==> src/rtl/core/bdws_pkg.sv <==
// ----------------------------------------------------------------------------
// bdws_pkg
// Shared types and constants for the bounded deque with search.
// ----------------------------------------------------------------------------
package bdws_pkg;

  localparam int DEPTH   = 16;
  localparam int COUNT_W = $clog2(DEPTH + 1);

  localparam int MODE_W  = 3;
  localparam int VALUE_W = 32;
  localparam int POS_W   = 6;
  localparam int STAT_W  = 2;
  localparam int OCC_W   = 5;

  localparam int IN_W    = 40;
  localparam int OUT_W   = 16;

  localparam logic [MODE_W-1:0] MODE_SEARCH     = 3'd0;
  localparam logic [MODE_W-1:0] MODE_PUSH_FRONT = 3'd1;
  localparam logic [MODE_W-1:0] MODE_PUSH_BACK  = 3'd2;
  localparam logic [MODE_W-1:0] MODE_POP_FRONT  = 3'd3;
  localparam logic [MODE_W-1:0] MODE_POP_BACK   = 3'd4;

  localparam logic [STAT_W-1:0] ST_DONE  = 2'd0;
  localparam logic [STAT_W-1:0] ST_FULL  = 2'd1;
  localparam logic [STAT_W-1:0] ST_EMPTY = 2'd2;

  localparam logic [POS_W-1:0] NO_POSITION = '1;

  typedef logic [2:0] cell_op_t;
  localparam cell_op_t CELL_HOLD        = 3'd0;
  localparam cell_op_t CELL_SHIFT_BACK  = 3'd1;
  localparam cell_op_t CELL_SHIFT_FRONT = 3'd2;
  localparam cell_op_t CELL_LOAD_TAIL   = 3'd3;
  localparam cell_op_t CELL_COMPARE     = 3'd4;
  localparam cell_op_t CELL_SCAN        = 3'd5;

  typedef struct packed {
    cell_op_t                   op;
    logic signed [VALUE_W-1:0]  key;
  } cell_ctrl_t;

endpackage

==> src/rtl/core/bdws_cell.sv <==
// ----------------------------------------------------------------------------
// bdws_cell
// One storage slot of the deque: holds a value and a match flag, shifts
// toward either neighbor and compares against the broadcast key.
// ----------------------------------------------------------------------------
module bdws_cell (
  input  logic                                clk,
  input  bdws_pkg::cell_ctrl_t                ctrl,
  input  logic                                live,
  input  logic                                tail,
  input  logic signed [bdws_pkg::VALUE_W-1:0] prev_data,
  input  logic signed [bdws_pkg::VALUE_W-1:0] next_data,
  input  logic                                next_match,
  output logic signed [bdws_pkg::VALUE_W-1:0] data,
  output logic                                match
);
  import bdws_pkg::*;

  logic signed [VALUE_W-1:0] data_r, data_nxt;
  logic                      match_r, match_nxt;

  always_comb begin
    data_nxt  = data_r;
    match_nxt = match_r;
    case (ctrl.op)
      CELL_HOLD: begin
      end
      CELL_SHIFT_BACK:  data_nxt = prev_data;
      CELL_SHIFT_FRONT: data_nxt = next_data;
      CELL_LOAD_TAIL: begin
        if (tail) data_nxt = ctrl.key;
      end
      CELL_COMPARE:     match_nxt = live && (data_r == ctrl.key);
      CELL_SCAN:        match_nxt = next_match;
      default: begin
      end
    endcase
  end

  always_ff @(posedge clk) begin
    data_r  <= data_nxt;
    match_r <= match_nxt;
  end

  assign data  = data_r;
  assign match = match_r;

endmodule

==> src/rtl/core/bounded_deque_with_search.sv <==
// ----------------------------------------------------------------------------
// bounded_deque_with_search
// Bounded deque of signed 32-bit values built as a chain of cells, with
// push/pop at both ends and a first-match search from the front.
// ----------------------------------------------------------------------------
// Usage:
//   Input channel in_*: one transaction carries a mode and a value. Output
//   channel out_*: one result transaction per input, in order.
//   For pushes and pops the result is registered and shows on out_tvalid the
//   cycle after acceptance. A search first does a parallel compare in
//   every cell, then the match flags shift one cell per cycle toward the
//   front until cell 0 holds a match or all live cells have been passed;
//   the cells scanned before the first match are at most the occupancy.
//   One item is worked on at a time; in_tready is high when no search is
//   running and the output register is empty or being drained.
//   Reset (rst_n low, synchronous) empties the deque and drops any pending
//   result. When the receiver stalls, the result is held in the output
//   register and a finished search waits with the cells frozen.
// ----------------------------------------------------------------------------
module bounded_deque_with_search (
  input  logic                       clk,
  input  logic                       rst_n,
  input  logic                       in_tvalid,
  output logic                       in_tready,
  input  logic [bdws_pkg::IN_W-1:0]  in_tdata,   // mode[2:0], value[34:3], zero pad
  output logic                       out_tvalid,
  input  logic                       out_tready,
  output logic [bdws_pkg::OUT_W-1:0] out_tdata   // position[5:0], status[7:6],
                                                 // occupancy[12:8], zero pad
);
  import bdws_pkg::*;

  localparam logic ST_IDLE = 1'b0;
  localparam logic ST_SCAN = 1'b1;

  logic                      state_r, state_nxt;
  logic [COUNT_W-1:0]        count_r, count_nxt;
  logic [COUNT_W-1:0]        step_r, step_nxt;
  logic                      out_valid_r, out_valid_nxt;
  logic [POS_W-1:0]          out_pos_r, out_pos_nxt;
  logic [STAT_W-1:0]         out_stat_r, out_stat_nxt;
  logic [OCC_W-1:0]          out_occ_r, out_occ_nxt;

  logic [MODE_W-1:0]         in_mode;
  logic signed [VALUE_W-1:0] in_value;
  logic                      in_fire, slot_free, full, empty;
  logic [COUNT_W:0]          pos_sum;
  cell_ctrl_t                ctrl;

  logic signed [VALUE_W-1:0] cell_data [DEPTH];
  logic                      cell_match [DEPTH];

  assign in_mode   = in_tdata[MODE_W-1:0];
  assign in_value  = in_tdata[MODE_W+VALUE_W-1:MODE_W];
  assign slot_free = !out_valid_r || out_tready;
  assign in_tready = (state_r == ST_IDLE) && slot_free;
  assign in_fire   = in_tvalid && in_tready;
  assign full      = (count_r == COUNT_W'(DEPTH));
  assign empty     = (count_r == '0);
  assign pos_sum   = {1'b0, step_r} + (COUNT_W+1)'(1);

  always_comb begin
    state_nxt     = state_r;
    count_nxt     = count_r;
    step_nxt      = step_r;
    out_valid_nxt = out_valid_r && !out_tready;
    out_pos_nxt   = out_pos_r;
    out_stat_nxt  = out_stat_r;
    out_occ_nxt   = out_occ_r;
    ctrl.op       = CELL_HOLD;
    ctrl.key      = in_value;

    case (state_r)
      ST_IDLE: begin
        if (in_fire) begin
          out_pos_nxt  = NO_POSITION;
          out_stat_nxt = ST_DONE;
          case (in_mode)
            MODE_SEARCH: begin
              ctrl.op   = CELL_COMPARE;
              step_nxt  = '0;
              state_nxt = ST_SCAN;
            end
            MODE_PUSH_FRONT: begin
              if (full) begin
                out_stat_nxt = ST_FULL;
              end else begin
                ctrl.op   = CELL_SHIFT_BACK;
                count_nxt = count_r + COUNT_W'(1);
              end
            end
            MODE_PUSH_BACK: begin
              if (full) begin
                out_stat_nxt = ST_FULL;
              end else begin
                ctrl.op   = CELL_LOAD_TAIL;
                count_nxt = count_r + COUNT_W'(1);
              end
            end
            MODE_POP_FRONT: begin
              if (empty) begin
                out_stat_nxt = ST_EMPTY;
              end else begin
                ctrl.op   = CELL_SHIFT_FRONT;
                count_nxt = count_r - COUNT_W'(1);
              end
            end
            MODE_POP_BACK: begin
              if (empty) out_stat_nxt = ST_EMPTY;
              else count_nxt = count_r - COUNT_W'(1);
            end
            default: begin
            end
          endcase
          if (in_mode != MODE_SEARCH) begin
            out_valid_nxt = 1'b1;
            out_occ_nxt   = OCC_W'(count_nxt);
          end
        end
      end
      ST_SCAN: begin
        if (step_r == count_r || cell_match[0]) begin
          if (slot_free) begin
            out_valid_nxt = 1'b1;
            out_stat_nxt  = ST_DONE;
            out_occ_nxt   = OCC_W'(count_r);
            out_pos_nxt   = (step_r == count_r) ? NO_POSITION : POS_W'(pos_sum);
            state_nxt     = ST_IDLE;
          end
        end else begin
          ctrl.op  = CELL_SCAN;
          step_nxt = step_r + COUNT_W'(1);
        end
      end
      default: state_nxt = ST_IDLE;
    endcase
  end

  for (genvar i = 0; i < DEPTH; i++) begin : g_cell
    logic signed [VALUE_W-1:0] prev_d, next_d;
    logic                      next_m;
    if (i == 0) begin : g_first
      assign prev_d = in_value;
    end else begin : g_mid_p
      assign prev_d = cell_data[i-1];
    end
    if (i == DEPTH - 1) begin : g_last
      assign next_d = cell_data[i];
      assign next_m = 1'b0;
    end else begin : g_mid_n
      assign next_d = cell_data[i+1];
      assign next_m = cell_match[i+1];
    end
    bdws_cell u_cell (
      .clk        (clk),
      .ctrl       (ctrl),
      .live       (COUNT_W'(i) < count_r),
      .tail       (COUNT_W'(i) == count_r),
      .prev_data  (prev_d),
      .next_data  (next_d),
      .next_match (next_m),
      .data       (cell_data[i]),
      .match      (cell_match[i])
    );
  end

  always_ff @(posedge clk) begin
    if (!rst_n) begin
      state_r     <= ST_IDLE;
      count_r     <= '0;
      step_r      <= '0;
      out_valid_r <= 1'b0;
    end else begin
      state_r     <= state_nxt;
      count_r     <= count_nxt;
      step_r      <= step_nxt;
      out_valid_r <= out_valid_nxt;
    end
    out_pos_r  <= out_pos_nxt;
    out_stat_r <= out_stat_nxt;
    out_occ_r  <= out_occ_nxt;
  end

  assign out_tvalid = out_valid_r;
  assign out_tdata  = {{(OUT_W-POS_W-STAT_W-OCC_W){1'b0}}, out_occ_r, out_stat_r, out_pos_r};

`ifndef SYNTHESIS
  a_count_bound: assert property (@(posedge clk) disable iff (!rst_n)
    count_r <= COUNT_W'(DEPTH))
    else $error("occupancy above depth");

  a_scan_step: assert property (@(posedge clk) disable iff (!rst_n)
    (state_r == ST_SCAN) |-> (step_r <= count_r))
    else $error("scan ran past occupancy");

  a_push_grows: assert property (@(posedge clk) disable iff (!rst_n)
    (in_fire && !full && (in_mode == MODE_PUSH_FRONT || in_mode == MODE_PUSH_BACK))
      |=> (count_r == $past(count_r) + COUNT_W'(1)))
    else $error("push did not grow occupancy");

  a_no_accept_in_scan: assert property (@(posedge clk) disable iff (!rst_n)
    (state_r == ST_SCAN) |-> !in_tready)
    else $error("input accepted during search");
`endif

endmodule
==> config.mk <==
export PLATFORM = sky130hd
export DESIGN_NAME = bounded_deque_with_search
export DESIGN_NICKNAME = d
export VERILOG_FILES = /design/src/rtl/core/bdws_pkg.sv /design/src/rtl/core/bdws_cell.sv /design/src/rtl/core/bounded_deque_with_search.sv
export SDC_FILE = /design/constraint.sdc
export NUM_CORES = 1
export LEC_CHECK = 0
export ABC_AREA = 1
export BUFFER_PORTS_ARGS = -buffer_cell sky130_fd_sc_hd__buf_2
export CORE_AREA = 4 4 330 332
export CTS_BUF_LIST = sky130_fd_sc_hd__clkbuf_4 sky130_fd_sc_hd__clkbuf_8
export DETAILED_ROUTE_END_ITERATION = 8
export DIE_AREA = 0 0 334 336
export HOLD_SLACK_MARGIN = 0.02
export PLACE_DENSITY = 0.59
export RECOVER_POWER = 50
export SYNTH_ARGS = -nofsm -noshare
export SYNTH_HDL_FRONTEND = slang
export SYNTH_SLANG_ARGS = --single-unit
==> constraint.sdc <==
create_clock -name clk -period 5.5 [get_ports clk]
set_input_delay 0.825 -clock clk [delete_from_list [all_inputs] [get_ports clk]]
set_output_delay 0.825 -clock clk [all_outputs]
set_load 0.01 [all_outputs]
==> results.txt, run 1 <==
* Status: finished, violations left
- Failing checks: max-capacitance violations, max-slew violations
- STA puts the critical path data arrival time at 5370 ps.
- After synthesis, the mean cell area works out to 7.60 um2.
- Max-slew headroom at the worst pin: -40.0%
- Die height: 336 um
- The number of pins with negative max-slew slack in the final report is 304.
* Maximum level of the CTS H-tree: 3
- Number of vias in the routed layout: 31700
- The tightest hold path in the finished design has a slack of about 370 ps.
* Unrepaired setup endpoints after global routing: no
- Derived from the worst setup path, the maximum achievable clock frequency is 208 MHz.
* Part of the power in registers: ~48%
- In this run the deepest clock path goes through 3 buffers.
* Antenna violations before repair: 3
- Wires add up to 111 mm.
* Finish-stage setup viols: 0
* Placer congestion estimate: 0.876
- Routed wire length on met2: 50.3 mm
- Total Negative Setup Slacks: 0 ps
- Routed vias/inst: between 5 and 6
* Net total in the final layout: 4609
* 1st-pass router iterations: 8
- The number of global-route vias before repair was 29400.
- The analysis attributes to net switching a power of roughly 3.3 mW.
- The detailed router put a total of 49.6 mm of wire on met1.
- Combinational cells account for approximately 15% of the total power.
- Across the run, the number of max-cap violations was 2.
* Switching Fraction: 30.0%
* First-pass GRT wire length: roughly 170 mm
- The clock network burns 36.6% of the power.
- For this design the static power due to leakage is 17.3 nW.
- The worst setup path is captured at a register.
* Number of gates resized after cts: 0
* Slew of the pin with the lowest slew margin: 2100 ps
- Kind of start point of the critical path: register
- The setup path with the least slack is of type reg -> reg.
* Largest net degree at the start of global routing: about 240
- Hold buffer count at cts: 0
- Cells with a size suffix above 1 make up 5.54% of the layout.
* # Post-CTS Setup Buffers: 0
* Ports placed on the boundary: 62
* Initial Utilization: 33.7%
- In this run the top signal layer used is met5.
- Counting flops with a built-in enable in the synthesized netlist gives between 500 and 600.
- The synthesized design contains 553 register bits.
* Proportion of synthesized flip-flops having asynchronous set or reset: 0%
- Internal power component: 7.63 mW
- After detailed routing, the met3 layer carries 7.68 mm of wire.
- For this run, design rule violations remaining after detail routing come to 0.
- In the final routed layout, each cell accounts on average for approximately 18 um.
- Warnings from Yosys: 0
- The number of endpoints with negative hold slack in the final report was 0.
* Cells after synthesis: ~4700
- GRT Overall Usage: 19.1%
- The clock drives 553 sinks.
- The final critical path takes up 87.5% of the cycle.
- Sequential cell area fraction in the yosys report: 46.0%
* Final ANT Viol Nets: 0
- Buffers placed on the I/O ports in this run total 53.
- Clock-pin transition on the worst setup and hold timing paths: 60 ps
- In the synthesized netlist the dominant register cell turns out to be sky130_fd_sc_hd__edfxtp_1.
* Clock insertion delay at the later pin of the skew report: 750 ps
* Placement Rows: 120
- Power density over the cells: 284 mW/mm2
* Clock tree root buffer cell: sky130_fd_sc_hd__clkbuf_8
- Core ar.: 0.106 mm2
- Unique cell type count in the Yosys netlist: 37
- Total die area: between 0.1 and 0.15 mm2
* Iteration-0 DRC Markers: 3475
* Critical-path maximum fanout: 178
- The worst path needs 4810 ps of the cycle, external delays included.
- For the worst setup path, the data required time is 6060 ps.
- Overall die width: 334 um
- From synthesis to final layout, the design area changed by 7.28%.
- Estimated wirelength of the detail-placed design: 69.1 mm
- Summing every instance area after synthesis gives 0.0358 mm2.
- Fin Clk Skew: approximately 48 ps
- TritonCTS built the clock tree.
* GRT overflow: 0
- Highest ir drop seen on vdd: 0.166 mV
- Counting the buffers created by CTS gives 101.
- The path class of the tightest hold or removal check is in -> reg.
cell usage after synthesis (6+ instances only):
library cell,instances,area share [%]
sky130_fd_sc_hd__clkinv_1,11,0.12
sky130_fd_sc_hd__xor2_1,87,2.1
sky130_fd_sc_hd__inv_1,397,4.2
sky130_fd_sc_hd__dfxtp_1,12,0.67
sky130_fd_sc_hd__nand2_1,1790,19
sky130_fd_sc_hd__ha_1,6,0.21
sky130_fd_sc_hd__buf_1,11,0.12
sky130_fd_sc_hd__buf_2,191,2.7
sky130_fd_sc_hd__inv_2,6,0.063
sky130_fd_sc_hd__nand3_2,36,1.0
sky130_fd_sc_hd__edfxtp_1,541,45
sky130_fd_sc_hd__nor3_1,6,0.084
sky130_fd_sc_hd__nor2_1,308,3.2
sky130_fd_sc_hd__buf_4,62,1.3
sky130_fd_sc_hd__o21ai_1,33,0.46
sky130_fd_sc_hd__xnor2_1,100,2.4
sky130_fd_sc_hd__nand3_1,500,7.0
sky130_fd_sc_hd__nand4_1,459,8.0
sky130_fd_sc_hd__a21oi_1,14,0.20
sky130_fd_sc_hd__clkbuf_1,76,0.80
sky130_fd_sc_hd__o21ai_0,33,0.46
sky130_fd_sc_hd__or2_2,6,0.10
final cells by class:
cell class | instances | area, um2
clock buffer | 131 | 1650
inverter | 414 | 1560
timing repair buffer | 87 | 753
multi-input combinational | 3402 | 15900
clock inverter | 50 | 299
antenna | 3 | 7.51
tap | 1403 | 1760
sequential | 553 | 16500
fill | 11100 | 67900
cell usage in the layout (no fill, tap or decap), types with 3 or more instances in the layout:
cell type / count
sky130_fd_sc_hd__edfxtp_1: 541
sky130_fd_sc_hd__or2_2: 6
sky130_fd_sc_hd__xor2_1: 87
sky130_fd_sc_hd__clkinv_1: 42
sky130_fd_sc_hd__bufinv_16: 3
sky130_fd_sc_hd__ha_1: 6
sky130_fd_sc_hd__conb_1: 3
sky130_fd_sc_hd__inv_2: 7
sky130_fd_sc_hd__clkbuf_1: 16
sky130_fd_sc_hd__clkinv_2: 12
sky130_fd_sc_hd__clkbuf_4: 24
sky130_fd_sc_hd__inv_1: 395
sky130_fd_sc_hd__clkbuf_8: 107
sky130_fd_sc_hd__nand2_1: 1792
sky130_fd_sc_hd__buf_4: 9
sky130_fd_sc_hd__dfxtp_1: 12
sky130_fd_sc_hd__o211ai_1: 3
sky130_fd_sc_hd__o22ai_1: 3
sky130_fd_sc_hd__nand4_1: 459
sky130_fd_sc_hd__nor3_1: 6
sky130_fd_sc_hd__a21oi_1: 14
sky130_fd_sc_hd__xnor2_1: 100
sky130_fd_sc_hd__o21ai_0: 41
sky130_fd_sc_hd__clkbuf_2: 3
sky130_fd_sc_hd__o21ai_1: 24
sky130_fd_sc_hd__nand3_2: 14
sky130_fd_sc_hd__buf_2: 38
sky130_fd_sc_hd__diode_2: 3
sky130_fd_sc_hd__nor2_1: 308
sky130_fd_sc_hd__nand3_1: 520
sky130_fd_sc_hd__buf_12: 21
per-layer routing:
metal / up-vias / track usage, %
met5: - / 0
met3: 168 / 3.35
li1: 15300 / -
met2: 1099 / 29.9
met1: 15100 / 26.7
met4: 2 / 6.36
path summary, 6_finish.rpt:
path	from	end	slack [ps]	depth (start not counted)
setup / recovery	count_r[0]	g_cell[11].u_cell.data[30]	690	9
hold / removal	rst_n	step_r[0]	370	3
setup reg to reg	count_r[0]	g_cell[11].u_cell.data[30]	690	9
hold reg to reg	g_cell[5].u_cell.match	g_cell[4].u_cell.match	530	2
cell families after synthesis:
group / count (synthesis) / share of synthesized area (%)
AOI/OAI and AO/OA: 93 / 1.40
and+or+nand+nor: 3113 / 38.4
buffers and inverters: 759 / 9.38
xor gates and xnor gates: 187 / 4.57
other: 1 / 0.0105
adders and majority gates: 6 / 0.210
DFF: 553 / 46.0
worst max-delay path: stages, from the launching register on:
cell and delay (ps):
sky130_fd_sc_hd__dfxtp_1 510, sky130_fd_sc_hd__clkinv_1 100, sky130_fd_sc_hd__clkbuf_1 390, sky130_fd_sc_hd__ha_1 300, sky130_fd_sc_hd__nand3_1 270, sky130_fd_sc_hd__nand3_4 220
sky130_fd_sc_hd__buf_12 680, sky130_fd_sc_hd__clkbuf_2 1640, sky130_fd_sc_hd__nand4_1 250, sky130_fd_sc_hd__nand3_1 170
sequential cells by signal, indices dropped and copies added (netlist names):
signal	flops
g_cell.u_cell.data	512
g_cell.u_cell.match	16
out_pos_r	6
count_r	5
out_occ_r	5
step_r	5
out_stat_r	2
out_tvalid	1
state_r	1
power groups by stage:
stage          Sequential, mW  Combinational (mW)  Clock, mW
6_report                 5.27                1.65       4.00
3_3_place_gp             5.34                1.62          0
3_5_place_dp             5.34                1.65          0
2_1_floorplan            5.27                1.20          0
5_1_grt                  5.30                1.85       4.27
4_1_cts                  5.26                1.66       4.09
metrics by stage:
stage	setup slack, ps	total power, mW	area [um2]	util (%)	instances
2_1_floorplan	878	6.48	35800	-	4714
4_1_cts	1150	11.0	38600	36.3	6040
3_5_place_dp	1160	7.00	36600	34.4	5859
3_3_place_gp	1230	6.96	36600	34.4	5859
5_1_grt	362	11.4	38400	36.1	6043
6_report	689	10.9	38400	36.1	6043
Note: power is estimated with default switching activity, not from simulation.
==> run 2, diff against run 1 <==
- TNS_END_PERCENT: unset -> 100
- clock period: 5.5 -> 5.27 ns (I/O delays scaled with it)
==> run 2 against run 1 <==
  * The run still ends with max-capacitance violations, max-slew violations left
  * Die area did not move
  * Clock power rose by 12%
  * Via count fell by 0.27%
  * Fmax rose by 6.0%
  * Clock-buffer cell count rose by 10
  * Utilization barely moved
  * Global-route usage fell by 0.079 points
  * Setup slack improved by 42 ps
  * Sequential cell count did not move
==> results.txt, run 2 (same netlist as run 1, synthesis figures left out) <==
* Status: finished, violations left
- Failing checks: max-capacitance violations, max-slew violations
- Placement Rows: 120
- Dividing the detail-routed wire length by the instance count gives 18.3 um.
* Period minus WS final: about 4500 ps
- The multi-input combinational cells in the finished layout cover a total of between 0.015 and 0.02 mm2.
- Summed over all cells, the static leakage comes to 17.3 nW.
* Maximum level of the CTS H-tree: 3
* Overall die width: 334 um
- Excluding fillers, the count of instances in the completed layout stands at 6040.
* Final Hold Vio Count: 0
- Min-delay worst type: in -> reg
* Largest net degree at the start of global routing: 231
- GRT Overall Usage: 19.0%
* Cells on Worst Hold Path: 3
- Cells fill 36.1% of the core in the end.
- The tree is rooted in a sky130_fd_sc_hd__clkbuf_8.
- TritonCTS built the clock tree.
* Number of gates resized after cts: 0
* Worst Setup End Kind: register
- The initial utilization of the core area, before any placement, comes to roughly a third.
- Number of I/O port buffers: 53
- Data arrives at the worst endpoint at 4920 ps.
- The share of total power dissipated in the clock network is 38.4%.
- Number of vias in the routed layout: ~32000
- In this run the standard cell core region covers 0.106 mm2.
- Number of maximum-capacitance violations: 5
* Combinational share of power: 14.5%
- Final-report max-slew violation count: 497
* Maximum frequency from static timing analysis: 220 MHz
* Layout cell share with drive strength beyond 1: 6.17%
* Storage element area: 0.0165 mm2
* First-pass GRT wire length: 171 mm
* Antenna violations before repair: 5
* Kind of start point of the critical path: register
* Final ANT Viol Nets: 0
- GRT overflow: 0
* Max-slew headroom at the worst pin: -29.4%
* Total DRC errors in the routed layout: 0
- Counting along the longest clock path gives a buffer depth of 3.
- Overall power consumption after layout is estimated at about 12 mW.
- Share of the clock period used by the worst path after layout: roughly 86%
- For this run, the detailed router's first-pass iteration total came to 6.
* Routed vias/inst: about 5.2
- Post-Place Cells: 5851
* Finish-stage setup viols: 0
- 62 I/O pins were placed.
* Worst hold slack after final layout: 337 ps
- Summed over all failing endpoints, the final setup total negative slack is 0 ps.
- Depth of the worst register-to-register path: 12
- Critical-path maximum fanout: about 110
- The die covers 0.112 mm2.
- Layout overhead on the synthesized area: 7.32%
- Number of clock sinks seen by CTS: 553
- Across the routed clock network, the largest skew measured is roughly 36 ps.
* Clock-pin transition on the worst setup and hold timing paths: approximately 60 ps
- The net count of the finished layout is 4604.
* Flip-flop count of the largest register, all copies and words added: 512
- Counting the fill cells in the layout gives 11200.
- Slew of the pin with the lowest slew margin: 1940 ps
- Part of the power in registers: between 40 and 50%
- Switching Fraction: between 20% and 30%
- Critical Path RT: 5650 ps
* # Post-CTS Setup Buffers: 0
- Switching power: 3.40 mW
* Leading cell type in the layout, fill and taps excluded: sky130_fd_sc_hd__nand2_1
- Start-to-end type of the worst setup path: reg -> reg
- Clock latency on the worst-skew pair, taken at its later pin, is 730 ps.
- Unrepaired setup endpoints after global routing: no
- The internal portion of the total power is 8.26 mW.
- After clock tree synthesis, the flow added hold-fix buffers numbering 0.
- Placer congestion estimate: 0.832
- Power density over the cells: 304 mW/mm2
- Leaving out fill and tap cells, the most frequent cells in the layout are sky130_fd_sc_hd__nand2_1, sky130_fd_sc_hd__edfxtp_1, sky130_fd_sc_hd__nand3_1, sky130_fd_sc_hd__nand4_1, sky130_fd_sc_hd__inv_1.
- Wires add up to 110 mm.
* Die height: 336 um
- Number of global-route vias before repair: 29300
- CTS Buf Count: 104
* Iteration-0 DRC Markers: 3302
- VDD sags by at most 0.183 mV.
- Detailed placement finished with a half-perimeter wire length of approximately 68 mm.
run 2: per-stage QoR:
stage	worst slack [ps]	cell area, um2
6_report	731	38400
5_1_grt	426	38400
4_1_cts	1150	38500
3_5_place_dp	1160	36400
3_3_place_gp	1210	36400
2_1_floorplan	682	35800
run 2: path summary, 6_finish.rpt:
kind | start | end | slack (ps)
setup / recovery | count_r[1] | g_cell[0].u_cell.data[13] | 730
hold / removal | rst_n | step_r[0] | 340
setup reg to reg | count_r[1] | g_cell[0].u_cell.data[13] | 730
hold reg to reg | g_cell[10].u_cell.match | g_cell[9].u_cell.match | 520
run 2: cell type report:
cell class	instances	area share, %
Inverter	414	4.06
Clock inverter	46	1.00
Timing Repair Buffer	79	1.33
Tap cell	1403	4.57
Clock buffer	141	4.59
Multi-Input combinational cell	3402	41.5
Sequential cell	553	42.9
Antenna cell	2	0.0130
run 2: power groups by stage:
stage / clock network [mW] / logic [mW] / registers, mW
CTS: 4.58 / 1.70 / 5.49
global route: 4.78 / 1.90 / 5.53
detailed placement: 0 / 1.69 / 5.58
global placement: 0 / 1.66 / 5.57
finish: 4.48 / 1.69 / 5.50
floorplan: 0 / 1.26 / 5.50
run 2: critical path, stage by stage (launching register included):
cell                      delay [ps]
sky130_fd_sc_hd__dfxtp_1         510
sky130_fd_sc_hd__inv_1           270
sky130_fd_sc_hd__ha_1            320
sky130_fd_sc_hd__inv_1            70
sky130_fd_sc_hd__nor2_1           60
sky130_fd_sc_hd__nand2_1         220
sky130_fd_sc_hd__nand2_1         140
sky130_fd_sc_hd__a21oi_4         350
sky130_fd_sc_hd__inv_8           310
sky130_fd_sc_hd__nand2_1         480
sky130_fd_sc_hd__nand2_1         100
sky130_fd_sc_hd__inv_1           800
sky130_fd_sc_hd__buf_4           510
run 2: layer usage:
layer / vias to the layer above / track usage [%] / share of wire (%)
li1: 15300 / - / -
met5: - / 0 / 0.018
met1: 15000 / 26.9 / 45
met3: 185 / 3.11 / 6.7
met4: 4 / 6.75 / 3.6
met2: 1135 / 29.5 / 45
